===== config.mk =====
export PLATFORM = sky130hd
export DESIGN_NAME = in_order_reorder_window
export DESIGN_NICKNAME = d
export VERILOG_FILES = /design/src/sv/iorw_pkg.sv /design/src/sv/iorw_front.sv /design/src/sv/iorw_back.sv /design/src/sv/iorw_rspq.sv /design/src/sv/in_order_reorder_window.sv
export SDC_FILE = /design/constraint.sdc
export NUM_CORES = 2
export LEC_CHECK = 0
export BUFFER_PORTS_ARGS = -buffer_cell sky130_fd_sc_hd__buf_2
export CAP_MARGIN = 15
export CORE_MARGIN = 5
export CORE_UTILIZATION = 40
export CTS_CLUSTER_DIAMETER = 150
export DETAILED_ROUTE_END_ITERATION = 7
export GPL_TIMING_DRIVEN = 0
export MAX_ROUTING_LAYER = met4
export PLACE_DENSITY = 0.6
export SETUP_SLACK_MARGIN = 0.1
export SLEW_MARGIN = 15
export SYNTH_ARGS = -nofsm -noshare
export SYNTH_HDL_FRONTEND = slang
export SYNTH_SLANG_ARGS = --single-unit

===== constraint.sdc =====
create_clock -name clock -period 10.5 [get_ports clock]
set_clock_uncertainty 0.15 [all_clocks]
set_input_delay 1.575 -clock clock [delete_from_list [all_inputs] [get_ports clock]]
set_output_delay 1.575 -clock clock [all_outputs]
set_load 0.005 [all_outputs]

===== src/sv/iorw_pkg.sv =====
// ----------------------------------------------------------------------------
// iorw_pkg
// Shared constants, codes and item types of the in-order reorder window.
// ----------------------------------------------------------------------------
package iorw_pkg;

   // window size and derived widths
   localparam int SLOTS      = 16;
   localparam int SLOT_LOG   = $clog2(SLOTS);
   localparam int SLOT_W     = (SLOTS > 1) ? SLOT_LOG : 1;

   // most delivered items per accepted command
   localparam int DRAIN_MAX  = 16;
   localparam int CNT_W      = $clog2(DRAIN_MAX + 1);

   // slot = index mod SLOTS via a reciprocal multiply and one correction
   localparam int RECIP_SHIFT = 32 + SLOT_LOG;
   localparam int PROD_W      = 65;
   localparam logic [32:0] RECIP = 33'((64'd1 << RECIP_SHIFT) / SLOTS);

   // queue depths
   localparam int CMDQ_DEPTH = 4;
   localparam int CMDQ_AW    = $clog2(CMDQ_DEPTH);
   localparam int RSPQ_DEPTH = 4;
   localparam int RSPQ_AW    = $clog2(RSPQ_DEPTH);

   // command codes
   localparam logic [1:0] CMD_PUBLISH   = 2'd0;
   localparam logic [1:0] CMD_SET_TOTAL = 2'd1;
   localparam logic [1:0] CMD_ABORT     = 2'd2;

   // result status codes
   localparam logic [1:0] STAT_DELIVERED = 2'd0;
   localparam logic [1:0] STAT_RETRY     = 2'd1;
   localparam logic [1:0] STAT_END       = 2'd2;
   localparam logic [1:0] STAT_ABORTED   = 2'd3;

   // classified command handed from front to back
   typedef struct packed {
      logic [1:0]        cmd;
      logic [SLOT_W-1:0] slot;
      logic [31:0]       index;
      logic [63:0]       payload;
      logic [31:0]       total_count;
   } iorw_cmd_type;

   // result item
   typedef struct packed {
      logic [1:0]  status;
      logic [31:0] out_index;
      logic [63:0] out_payload;
      logic        last;
   } iorw_rsp_type;

endpackage


===== src/sv/iorw_front.sv =====
// ----------------------------------------------------------------------------
// iorw_front
// Accepts items, works out the slot of each index and queues the classified
// commands for the back end.
// ----------------------------------------------------------------------------
module iorw_front (
   input  logic                   clock,
   input  logic                   reset,
   input  logic                   push,
   output logic                   full,
   input  logic [1:0]             req_cmd,
   input  logic [31:0]            req_index,
   input  logic [63:0]            req_payload,
   input  logic [31:0]            req_total_count,
   output logic                   cmd_valid,
   output iorw_pkg::iorw_cmd_type cmd,
   input  logic                   cmd_take
);
   import iorw_pkg::*;

   localparam int QW = PROD_W - RECIP_SHIFT;

   logic                s1_valid_ff, s1_valid_in;
   logic [1:0]          s1_cmd_ff;
   logic [31:0]         s1_index_ff;
   logic [63:0]         s1_payload_ff;
   logic [31:0]         s1_total_ff;
   logic [PROD_W-1:0]   prod_ff;
   logic                accept;

   logic [QW-1:0]       quot;
   logic [31:0]         quot_s;
   logic [31:0]         rem;
   logic [31:0]         rem_fix;
   iorw_cmd_type        entry;

   iorw_cmd_type        q_ff [CMDQ_DEPTH];
   logic [CMDQ_AW-1:0]  wr_ptr_ff, wr_ptr_in;
   logic [CMDQ_AW-1:0]  rd_ptr_ff, rd_ptr_in;
   logic [CMDQ_AW:0]    count_ff, count_in;
   logic                take;

   // accept while queue plus the stage in flight has room
   assign full   = ({1'b0, count_ff} + (CMDQ_AW + 1)'(s1_valid_ff))
                   >= (CMDQ_AW + 1)'(CMDQ_DEPTH);
   assign accept = push && !full;
   assign s1_valid_in = accept;

   // first stage: capture item and the reciprocal product
   always_ff @(posedge clock) begin
      if (reset) begin
         s1_valid_ff <= 1'b0;
      end else begin
         s1_valid_ff <= s1_valid_in;
      end
      if (accept) begin
         s1_cmd_ff     <= req_cmd;
         s1_index_ff   <= req_index;
         s1_payload_ff <= req_payload;
         s1_total_ff   <= req_total_count;
         prod_ff       <= PROD_W'(req_index) * PROD_W'(RECIP);
      end
   end

   // second stage: remainder with one correction step
   always_comb begin
      quot    = prod_ff[PROD_W-1:RECIP_SHIFT];
      quot_s  = 32'(quot) * 32'(SLOTS);
      rem     = s1_index_ff - quot_s;
      rem_fix = (rem >= 32'(SLOTS)) ? (rem - 32'(SLOTS)) : rem;
      entry.cmd         = s1_cmd_ff;
      entry.slot        = rem_fix[SLOT_W-1:0];
      entry.index       = s1_index_ff;
      entry.payload     = s1_payload_ff;
      entry.total_count = s1_total_ff;
   end

   // command queue pointers and fill count
   assign take = cmd_take && cmd_valid;
   always_comb begin
      wr_ptr_in = wr_ptr_ff;
      rd_ptr_in = rd_ptr_ff;
      if (s1_valid_ff) begin
         wr_ptr_in = (wr_ptr_ff == CMDQ_AW'(CMDQ_DEPTH - 1)) ? '0 : wr_ptr_ff + 1'b1;
      end
      if (take) begin
         rd_ptr_in = (rd_ptr_ff == CMDQ_AW'(CMDQ_DEPTH - 1)) ? '0 : rd_ptr_ff + 1'b1;
      end
      count_in = count_ff + (CMDQ_AW + 1)'(s1_valid_ff) - (CMDQ_AW + 1)'(take);
   end

   always_ff @(posedge clock) begin
      if (reset) begin
         wr_ptr_ff <= '0;
         rd_ptr_ff <= '0;
         count_ff  <= '0;
      end else begin
         wr_ptr_ff <= wr_ptr_in;
         rd_ptr_ff <= rd_ptr_in;
         count_ff  <= count_in;
      end
   end

   // queue storage
   always_ff @(posedge clock) begin
      if (s1_valid_ff) begin
         q_ff[wr_ptr_ff] <= entry;
      end
   end

   assign cmd_valid = (count_ff != '0);
   assign cmd       = q_ff[rd_ptr_ff];

   // queue never overflows
   a_no_overflow: assert property (@(posedge clock) disable iff (reset)
      count_ff <= (CMDQ_AW + 1)'(CMDQ_DEPTH))
      else $error("command queue overflow");

endmodule


===== src/sv/iorw_back.sv =====
// ----------------------------------------------------------------------------
// iorw_back
// Window state and drain sequencer: stores published items, walks ready
// entries at the head and produces result items in index order.
// ----------------------------------------------------------------------------
module iorw_back (
   input  logic                   clock,
   input  logic                   reset,
   input  logic                   cmd_valid,
   input  iorw_pkg::iorw_cmd_type cmd,
   output logic                   cmd_take,
   output logic                   rsp_push,
   output iorw_pkg::iorw_rsp_type rsp,
   input  logic                   rsp_full
);
   import iorw_pkg::*;

   localparam logic [1:0] S_IDLE = 2'd0;
   localparam logic [1:0] S_READ = 2'd1;
   localparam logic [1:0] S_EMIT = 2'd2;
   localparam logic [1:0] S_END  = 2'd3;

   logic [1:0]        state_ff, state_in;
   logic [31:0]       head_ff, head_in;
   logic [SLOT_W-1:0] head_slot_ff, head_slot_in;
   logic [31:0]       total_ff, total_in;
   logic              known_ff, known_in;
   logic              aborted_ff, aborted_in;
   logic [CNT_W-1:0]  cnt_ff, cnt_in;
   logic [SLOTS-1:0]  ready_ff, ready_in;

   logic [63:0]       slot_mem [SLOTS];
   logic [63:0]       rd_payload_ff;
   logic              mem_we;

   logic              at_end;
   logic [31:0]       head_inc;
   logic              next_at_end;
   logic [SLOT_W-1:0] slot_inc;
   logic              ready_next;
   logic              more;
   logic              outside;

   // window and drain conditions
   always_comb begin
      at_end      = known_ff && (head_ff >= total_ff);
      head_inc    = head_ff + 32'd1;
      next_at_end = known_ff && (head_inc >= total_ff);
      slot_inc    = (head_slot_ff == SLOT_W'(SLOTS - 1)) ? '0 : head_slot_ff + 1'b1;
      ready_next  = ready_ff[slot_inc] && (slot_inc != head_slot_ff);
      more        = (CNT_W'(cnt_ff + 1'b1) < CNT_W'(DRAIN_MAX)) && !next_at_end
                    && ready_next;
      outside     = {1'b0, cmd.index} >= ({1'b0, head_ff} + 33'(SLOTS));
   end

   // sequencer
   always_comb begin
      state_in     = state_ff;
      head_in      = head_ff;
      head_slot_in = head_slot_ff;
      total_in     = total_ff;
      known_in     = known_ff;
      aborted_in   = aborted_ff;
      cnt_in       = cnt_ff;
      ready_in     = ready_ff;
      mem_we       = 1'b0;
      cmd_take     = 1'b0;
      rsp_push     = 1'b0;
      rsp          = '0;
      unique case (state_ff)
         S_IDLE: begin
            if (cmd_valid) begin
               if (aborted_ff || cmd.cmd == CMD_ABORT) begin
                  if (!rsp_full) begin
                     rsp_push       = 1'b1;
                     rsp.status     = STAT_ABORTED;
                     rsp.last       = 1'b1;
                     aborted_in     = 1'b1;
                     cmd_take       = 1'b1;
                  end
               end else if (cmd.cmd == CMD_PUBLISH) begin
                  if (outside) begin
                     if (!rsp_full) begin
                        rsp_push      = 1'b1;
                        rsp.status    = STAT_RETRY;
                        rsp.out_index = cmd.index;
                        rsp.last      = 1'b1;
                        cmd_take      = 1'b1;
                     end
                  end else begin
                     mem_we              = 1'b1;
                     ready_in[cmd.slot]  = 1'b1;
                     cmd_take            = 1'b1;
                     cnt_in              = '0;
                     state_in            = S_READ;
                  end
               end else if (cmd.cmd == CMD_SET_TOTAL) begin
                  total_in = cmd.total_count;
                  known_in = 1'b1;
                  cmd_take = 1'b1;
                  cnt_in   = '0;
                  state_in = S_READ;
               end else begin
                  cmd_take = 1'b1;
               end
            end
         end
         S_READ: begin
            state_in = S_EMIT;
         end
         S_EMIT: begin
            if (!at_end && ready_ff[head_slot_ff]) begin
               if (!rsp_full) begin
                  rsp_push               = 1'b1;
                  rsp.status             = STAT_DELIVERED;
                  rsp.out_index          = head_ff;
                  rsp.out_payload        = rd_payload_ff;
                  rsp.last               = !more && !next_at_end;
                  ready_in[head_slot_ff] = 1'b0;
                  head_in                = head_inc;
                  head_slot_in           = slot_inc;
                  cnt_in                 = cnt_ff + 1'b1;
                  state_in = more ? S_READ : (next_at_end ? S_END : S_IDLE);
               end
            end else if (at_end) begin
               if (!rsp_full) begin
                  rsp_push      = 1'b1;
                  rsp.status    = STAT_END;
                  rsp.out_index = head_ff;
                  rsp.last      = 1'b1;
                  state_in      = S_IDLE;
               end
            end else begin
               state_in = S_IDLE;
            end
         end
         S_END: begin
            if (!rsp_full) begin
               rsp_push      = 1'b1;
               rsp.status    = STAT_END;
               rsp.out_index = head_ff;
               rsp.last      = 1'b1;
               state_in      = S_IDLE;
            end
         end
         default: begin
            state_in = S_IDLE;
         end
      endcase
   end

   // control state
   always_ff @(posedge clock) begin
      if (reset) begin
         state_ff     <= S_IDLE;
         head_ff      <= '0;
         head_slot_ff <= '0;
         total_ff     <= '0;
         known_ff     <= 1'b0;
         aborted_ff   <= 1'b0;
         cnt_ff       <= '0;
         ready_ff     <= '0;
      end else begin
         state_ff     <= state_in;
         head_ff      <= head_in;
         head_slot_ff <= head_slot_in;
         total_ff     <= total_in;
         known_ff     <= known_in;
         aborted_ff   <= aborted_in;
         cnt_ff       <= cnt_in;
         ready_ff     <= ready_in;
      end
   end

   // payload memory, registered read at the head slot
   always_ff @(posedge clock) begin
      if (mem_we) begin
         slot_mem[cmd.slot] <= cmd.payload;
      end
      rd_payload_ff <= slot_mem[head_slot_ff];
   end

   a_push_room: assert property (@(posedge clock) disable iff (reset)
      rsp_push |-> !rsp_full)
      else $error("result pushed into a full queue");

   a_take_idle: assert property (@(posedge clock) disable iff (reset)
      cmd_take |-> (cmd_valid && state_ff == S_IDLE))
      else $error("command taken outside idle");

   a_drain_bound: assert property (@(posedge clock) disable iff (reset)
      (state_ff == S_EMIT) |-> (cnt_ff < CNT_W'(DRAIN_MAX)))
      else $error("drain ran past its limit");

   a_abort_sticky: assert property (@(posedge clock) disable iff (reset)
      aborted_ff |=> aborted_ff)
      else $error("abort flag cleared");

   a_clear_delivered: assert property (@(posedge clock) disable iff (reset)
      (rsp_push && rsp.status == STAT_DELIVERED) |=> !ready_ff[$past(head_slot_ff)])
      else $error("delivered slot still marked ready");

endmodule


===== src/sv/iorw_rspq.sv =====
// ----------------------------------------------------------------------------
// iorw_rspq
// Result queue: holds finished result items until the consumer pops them.
// ----------------------------------------------------------------------------
module iorw_rspq (
   input  logic                   clock,
   input  logic                   reset,
   input  logic                   wr_push,
   input  iorw_pkg::iorw_rsp_type wr_item,
   output logic                   wr_full,
   input  logic                   pop,
   output logic                   empty,
   output iorw_pkg::iorw_rsp_type rd_item
);
   import iorw_pkg::*;

   iorw_rsp_type       q_ff [RSPQ_DEPTH];
   logic [RSPQ_AW-1:0] wr_ptr_ff, wr_ptr_in;
   logic [RSPQ_AW-1:0] rd_ptr_ff, rd_ptr_in;
   logic [RSPQ_AW:0]   count_ff, count_in;
   logic               do_wr;
   logic               do_rd;

   assign wr_full = (count_ff == (RSPQ_AW + 1)'(RSPQ_DEPTH));
   assign empty   = (count_ff == '0);
   assign do_wr   = wr_push && !wr_full;
   assign do_rd   = pop && !empty;
   assign rd_item = q_ff[rd_ptr_ff];

   // pointers and fill count
   always_comb begin
      wr_ptr_in = wr_ptr_ff;
      rd_ptr_in = rd_ptr_ff;
      if (do_wr) begin
         wr_ptr_in = (wr_ptr_ff == RSPQ_AW'(RSPQ_DEPTH - 1)) ? '0 : wr_ptr_ff + 1'b1;
      end
      if (do_rd) begin
         rd_ptr_in = (rd_ptr_ff == RSPQ_AW'(RSPQ_DEPTH - 1)) ? '0 : rd_ptr_ff + 1'b1;
      end
      count_in = count_ff + (RSPQ_AW + 1)'(do_wr) - (RSPQ_AW + 1)'(do_rd);
   end

   always_ff @(posedge clock) begin
      if (reset) begin
         wr_ptr_ff <= '0;
         rd_ptr_ff <= '0;
         count_ff  <= '0;
      end else begin
         wr_ptr_ff <= wr_ptr_in;
         rd_ptr_ff <= rd_ptr_in;
         count_ff  <= count_in;
      end
   end

   // storage
   always_ff @(posedge clock) begin
      if (do_wr) begin
         q_ff[wr_ptr_ff] <= wr_item;
      end
   end

endmodule


===== src/sv/in_order_reorder_window.sv =====
// ----------------------------------------------------------------------------
// in_order_reorder_window
// Reorder window: published items come back out in index order.
// Path: front stage and command queue, then the engine and the result queue.
// Throughput: front takes an item a cycle while not full; the engine answers
// a retry, abort or unused command from idle, takes a publish or set total
// through its read and emit states, and reads then emits each delivered item
// (then any end result), since the payload memory read is registered.
// Reset: synchronous; clears ready bits, head, total, abort flag and queues.
// ----------------------------------------------------------------------------
module in_order_reorder_window (
   input  logic        clock,
   input  logic        reset,
   input  logic        push,
   output logic        full,
   input  logic [1:0]  req_cmd,
   input  logic [31:0] req_index,
   input  logic [63:0] req_payload,
   input  logic [31:0] req_total_count,
   output logic        empty,
   input  logic        pop,
   output logic [1:0]  rsp_status,
   output logic [31:0] rsp_out_index,
   output logic [63:0] rsp_out_payload,
   output logic        rsp_last
);
   import iorw_pkg::*;

   logic         cmd_valid;
   iorw_cmd_type cmd;
   logic         cmd_take;
   logic         rsp_push;
   iorw_rsp_type rsp_item;
   logic         rsp_full;
   iorw_rsp_type out_item;

   // intake and slot classification
   iorw_front u_front (
      .clock           (clock),
      .reset           (reset),
      .push            (push),
      .full            (full),
      .req_cmd         (req_cmd),
      .req_index       (req_index),
      .req_payload     (req_payload),
      .req_total_count (req_total_count),
      .cmd_valid       (cmd_valid),
      .cmd             (cmd),
      .cmd_take        (cmd_take)
   );

   // window state and drain
   iorw_back u_back (
      .clock     (clock),
      .reset     (reset),
      .cmd_valid (cmd_valid),
      .cmd       (cmd),
      .cmd_take  (cmd_take),
      .rsp_push  (rsp_push),
      .rsp       (rsp_item),
      .rsp_full  (rsp_full)
   );

   // result queue
   iorw_rspq u_rspq (
      .clock   (clock),
      .reset   (reset),
      .wr_push (rsp_push),
      .wr_item (rsp_item),
      .wr_full (rsp_full),
      .pop     (pop),
      .empty   (empty),
      .rd_item (out_item)
   );

   assign rsp_status      = out_item.status;
   assign rsp_out_index   = out_item.out_index;
   assign rsp_out_payload = out_item.out_payload;
   assign rsp_last        = out_item.last;

endmodule

After elaboration in Yosys (flattened, before gate mapping)
Memories as Yosys holds them, arrays and structs flattened. A register that Yosys moved wholly into a read port is not among the register bits.
Index checks and enable logic that the tools add are counted.

operators by class
  add/subtract/negate cells = 15
  $lt $le $gt $ge = 11
  eq/ne operators = 21
  muxes and demuxes = 85
  bitwise logic cells = 6
  reduce and logical (&&, ||, !) cells = 31

operators by type and width
  cell                   count
  $mux 34                6
  $mux 64                2
  $pmux 34 s3            1
  $mux 97                1
  $mux 16                6
  $ge 32x32->1           2
  $mux 2                 21
  $mux 5                 7
  $add 32x5->33 const B  1
  $ge 32x33->1           1
  $mux 33                1
  $add 32x1->32 const B  1
  $ge 32x5->1 const B    1
  $mux 32                1
  $pmux 16 s2            1
  $sub 32x32->32         1
  $mux 1                 28
  $and 16x16->16         1
  $not 16->16            1
  $or 16x16->16          1
  $lt 4x5->1 const B     3
  $eq 2x2->1 const B     7
  $reduce_and 7->1       2
  $logic_and 1x1->1      13
  34 further kinds       59

storage, ports and cells
  flip-flop bits (word level) = 238
  RAM bits = 1956
  input port bits = 134
  word-level logic and storage cells = 191
  memories = 3

memories
  name             words  width  read ports  clocked after memory_dff  write ports  line              RTL
  u_back.slot_mem  16     64     1           1                         1            iorw_back.sv:32   logic [63:0] slot_mem [SLOTS];
  u_front.q_ff     4      134    1           1                         1            iorw_front.sv:37  iorw_cmd_type q_ff [CMDQ_DEPTH];
  u_rspq.q_ff      4      99     1           1                         1            iorw_rspq.sv:17   iorw_rsp_type q_ff [RSPQ_DEPTH];

Depth between registers and ports, before layout
  depth after elaboration = 11
  gate-level depth with buffers = 23

Modules after synthesis
From an unflattened synthesis, not the netlist that was laid out.

unflattened totals
  cell total of the unflattened synthesis = 4013
  area, all modules = 86051.3 sq um

modules (own cells, without submodules)
  module      times used  cells each  area an instance (sq um)  sequential area each (sq um)
  iorw_back   1           2579        47991.0                   33892.5
  iorw_front  1           867         23313.6                   19718.9
  iorw_rspq   1           567         14746.6                   12071.6

Worst setup path before layout
OpenSTA, ideal clock, no wires.

  path type = register -> register
  start point = reg (tool-made name)
  end point = mem u_rspq.q_ff[0][0] (netlist name) (enable)
  library setup time = 570 ps
  arrival time = 8062 ps
  slack = 1718 ps
  cell stages (with the launch flop) = 14
  path buffers = 4
  cells stage by stage = dfxtp_1 -> clkbuf_1 -> clkbuf_1 -> buf_1 -> mux4_2 -> ha_1 -> nand4_1 -> nor4_1 -> nor4b_1 -> a21oi_2 -> a21o_1 -> nor2b_1 -> buf_2 -> nor2b_1

RTL lines
  item              line
  end: declaration  iorw_rspq.sv:17

==> results.sh <==
export IMPL_portBuffers=233
export IMPL_vias_per_cell=5.45
export IMPL_synthAdderAreaFrac_pct=1.77
export IMPL_min_period_ps=7050
export IMPL_antenna_found_initial=14
export IMPL_place_area_um2=92900
export IMPL_cts_tree="built"
export IMPL_yosysWarnings=0
export IMPL_irDropWorstVdd_uv=176
export IMPL_gp_congestion=0.880
export IMPL_drt_iter0_drc=3990
export IMPL_syn_area_um2=85600
export IMPL_synth_xor_area_share_pct=0.829
export IMPL_start_util_pct=40.3
export IMPL_vias=41239
export IMPL_ant_nets=0
export IMPL_slew_headroom_pct=17.6
export IMPL_clockRootBuffer="clkbuf_16"
export IMPL_num_rows=169
export IMPL_whs_ps=305
export IMPL_fp_dieH_um=472
export IMPL_status="finished clean"
export IMPL_synth_seq_cells=2246
export IMPL_fin_util_pct=47.1
export IMPL_grt_first_pass_wirelength_mm=303
export IMPL_clock_latency_ps=870
export IMPL_dp_cells=7159
export IMPL_synth_simple_area_share_pct=2.78
export IMPL_critPathArrivalTime_ps=7470
export IMPL_synth_compound_area_share_pct=1.77
export IMPL_slew_violations=0
export IMPL_drive_gt1_share_pct=27.6
export IMPL_finalNonFillerCells=7571
export IMPL_crit_path_end_kind="flip-flop"
export IMPL_grt_overflow_total=0
export IMPL_synth_ff_type="edfxtp_1"
export IMPL_dr_pass1_iters=6
export IMPL_rsz0062_at_grt="false"
export IMPL_post_cts_buffers=0
export IMPL_grt_max_degree=48
export IMPL_dieArea_um2=223000
export IMPL_syn_to_final_growth_pct=17.0
export IMPL_synth_async_reset_ratio_pct=0
export IMPL_ios=235
export IMPL_cts_buffers=215
export IMPL_required_ps=10920
export IMPL_synth_distinct_cells=67
export IMPL_cts_buffer_depth=3
export IMPL_chipWidth_um=472
export IMPL_clock_sinks=2246
export IMPL_setup_violations=0
export IMPL_power_density_nw_per_um2=229
export IMPL_period_share_pct=67.2
export IMPL_synth_edf_count=2070
export IMPL_synth_top_area_share_pct=72.7
export IMPL_multi_input_area_um2=18900
export IMPL_synthMuxAreaShare_pct=14.7
export IMPL_synth_seq_area_share_pct=76.8
export IMPL_nFillCells=17456
export IMPL_synth_top_family_by_area="multiplexers"
export IMPL_nets=4810
export IMPL_path_class="flip-flop to flip-flop"
export IMPL_avgSynthCellArea_um2=21.4
export IMPL_cp_start_kind="flip-flop"
export IMPL_cp_max_fo=19
export IMPL_fmax_mhz=142
export IMPL_p_total_mw=22.9
export IMPL_synth_area_leader_cell="edfxtp_1"
export IMPL_routedWlPerCell_um=27.6
export IMPL_drc_errors=0
export IMPL_hold_viol=0
export IMPL_track_usage_pct=19.2
export IMPL_wl_mm=209
export IMPL_htree_levels=4
export IMPL_max_slew_worst_pin_slew_ps=1240
export IMPL_syn_nets=4256
export IMPL_dpl_hpwl_mm=144
export IMPL_grt_pass1_vias=42183
export IMPL_p_leak_nw=31.7
export IMPL_layout_area_seq_um2=65700
export IMPL_maxCapViolCount=0
export IMPL_synthCells=4002
export IMPL_core_area_um2=213000
export IMPL_synthTopCellsByArea="edfxtp_1, mux4_2, dfxtp_1"
export IMPL_cts_repair_resized=0
export IMPL_path_clk_slew_ps=60
export IMPL_min_path_type="flip-flop to flip-flop"
export IMPL_final_design_area_no_fill_um2=100000
export IMPL_ctsHoldBuffers=0
[area by class of cell]
type                            instances  share of cell area, %
Antenna cell                            5                 0.0125
Buffer                                208                  0.880
Clock buffer                          296                   5.92
Clock inverter                        110                   1.30
Inverter                               78                  0.292
Multi-Input combinational cell       1470                   18.9
Sequential cell                      2246                   65.6
Tap cell                             2821                   3.53
Timing Repair Buffer                  337                   3.58
[cell usage after synthesis (4+ instances only)]
cell / instances
a22oi_1: 4
or3_1: 12
nand2b_1: 6
o32ai_1: 8
o211ai_1: 8
buf_1: 44
nand4_1: 29
edfxtp_1: 2070
ha_1: 118
and2_1: 6
and3_1: 69
xnor2_1: 33
nor4_1: 12
or4_1: 4
o21ai_0: 36
buf_2: 31
and4_1: 8
nor3_1: 21
a211oi_1: 8
xor2_1: 48
o31ai_1: 11
nor2_1: 90
mux2i_1: 5
mux4_2: 557
dfxtp_1: 176
nor2b_1: 12
a31oi_1: 5
inv_1: 76
clkbuf_1: 127
a21oi_1: 89
nand2_1: 152
a21o_1: 8
a22o_1: 33
o22ai_1: 8
nand3_1: 33
[routing by layer]
metal  track usage [%]  wire [um]
met1              26.4      90200
met3              3.12      12400
met2              30.4     101000
met4              4.78       4910
met5                 -          0
[stage by stage]
| stage | worst slack (ps) | TNS (ps) |
|---|---|---|
| 2_1_floorplan | 1720 | 0 |
| 3_3_place_gp | -4520 | -4270030 |
| 3_5_place_dp | 3170 | 0 |
| 4_1_cts | 3160 | 0 |
| 5_1_grt | 3020 | 0 |
| 6_report | 3450 | 0 |
[critical path, stage by stage (launching register included)]
cell	delay (ps)
dfxtp_1	300
clkbuf_1	270
clkbuf_1	800
buf_1	740
mux4_2	670
ha_1	330
a21oi_1	120
o21ai_0	130
a221o_1	350
a221o_1	330
a21oi_2	430
nand3_1	190
or3_1	370
clkbuf_1	350
nor2_4	690
buf_12	270
buf_12	210
[final timing paths]
path	slack, ps	depth (start not counted)	endpoint	start
worst max-delay path	3450	16	u_back.slot_mem[10][41]$_DFFE_PP_	flip-flop
worst min-delay path	300	2	u_back.total_ff[25]$_SDFFE_PP0P_	u_back.total_ff[25]$_SDFFE_PP0P_
worst max register to register	3450	16	u_back.slot_mem[10][41]$_DFFE_PP_	flip-flop
worst min register to register	300	2	u_back.total_ff[25]$_SDFFE_PP0P_	u_back.total_ff[25]$_SDFFE_PP0P_
[cell families after synthesis]
group                      count (synthesis)
AOI/OAI and AO/OA                        236
xor gates and xnor gates                  81
adders and majority gates                120
buffers and inverters                    286
DFF                                     2246
muxes                                    563
and+or+nand+nor                          470
[where the power goes]
group,total [mW],switching [mW],internal [mW]
Sequential,11.3,0.212,11.1
Clock,7.79,3.33,4.46
Combinational,3.83,2.47,1.36
[placed cells by master (no fill, tap or decap), drive strengths merged, types with 6 or more instances in the layout]
cell / n
edfxtp: 2070
mux4: 557
clkbuf: 430
buf: 411
dfxtp: 176
nand2: 153
ha: 118
a21oi: 90
nor2: 90
inv: 84
clkinv: 77
and3: 71
xor2: 48
o21ai: 37
nand3: 36
a22o: 34
xnor2: 33
nand4: 30
nor3: 21
bufinv: 20
nor4: 14
or3: 13
nor2b: 12
o31ai: 11
o211ai: 8
a211oi: 8
a21o: 8
and4: 8
o32ai: 8
o22ai: 8
clkinvlp: 7
and2: 7
nand2b: 6
[state kept, by name, summed over array words and instances, names as in the netlist, 3 cells and up, named ones only]
| register | count |
|---|---|
| u_front.count_ff | 3 |
| u_rspq.count_ff | 3 |
| u_rspq.q_ff | 396 |
| u_back.slot_mem | 1024 |
| u_front.s1_payload_ff | 64 |
| u_front.s1_total_ff | 32 |
| u_back.rd_payload_ff | 64 |
| u_back.head_slot_ff | 4 |
| u_back.total_ff | 32 |
| u_front.q_ff | 520 |
| u_back.head_ff | 32 |
| u_back.ready_ff | 16 |
| u_back.cnt_ff | 5 |
| u_front.s1_index_ff | 32 |
(Power assumes the default switching activity.)
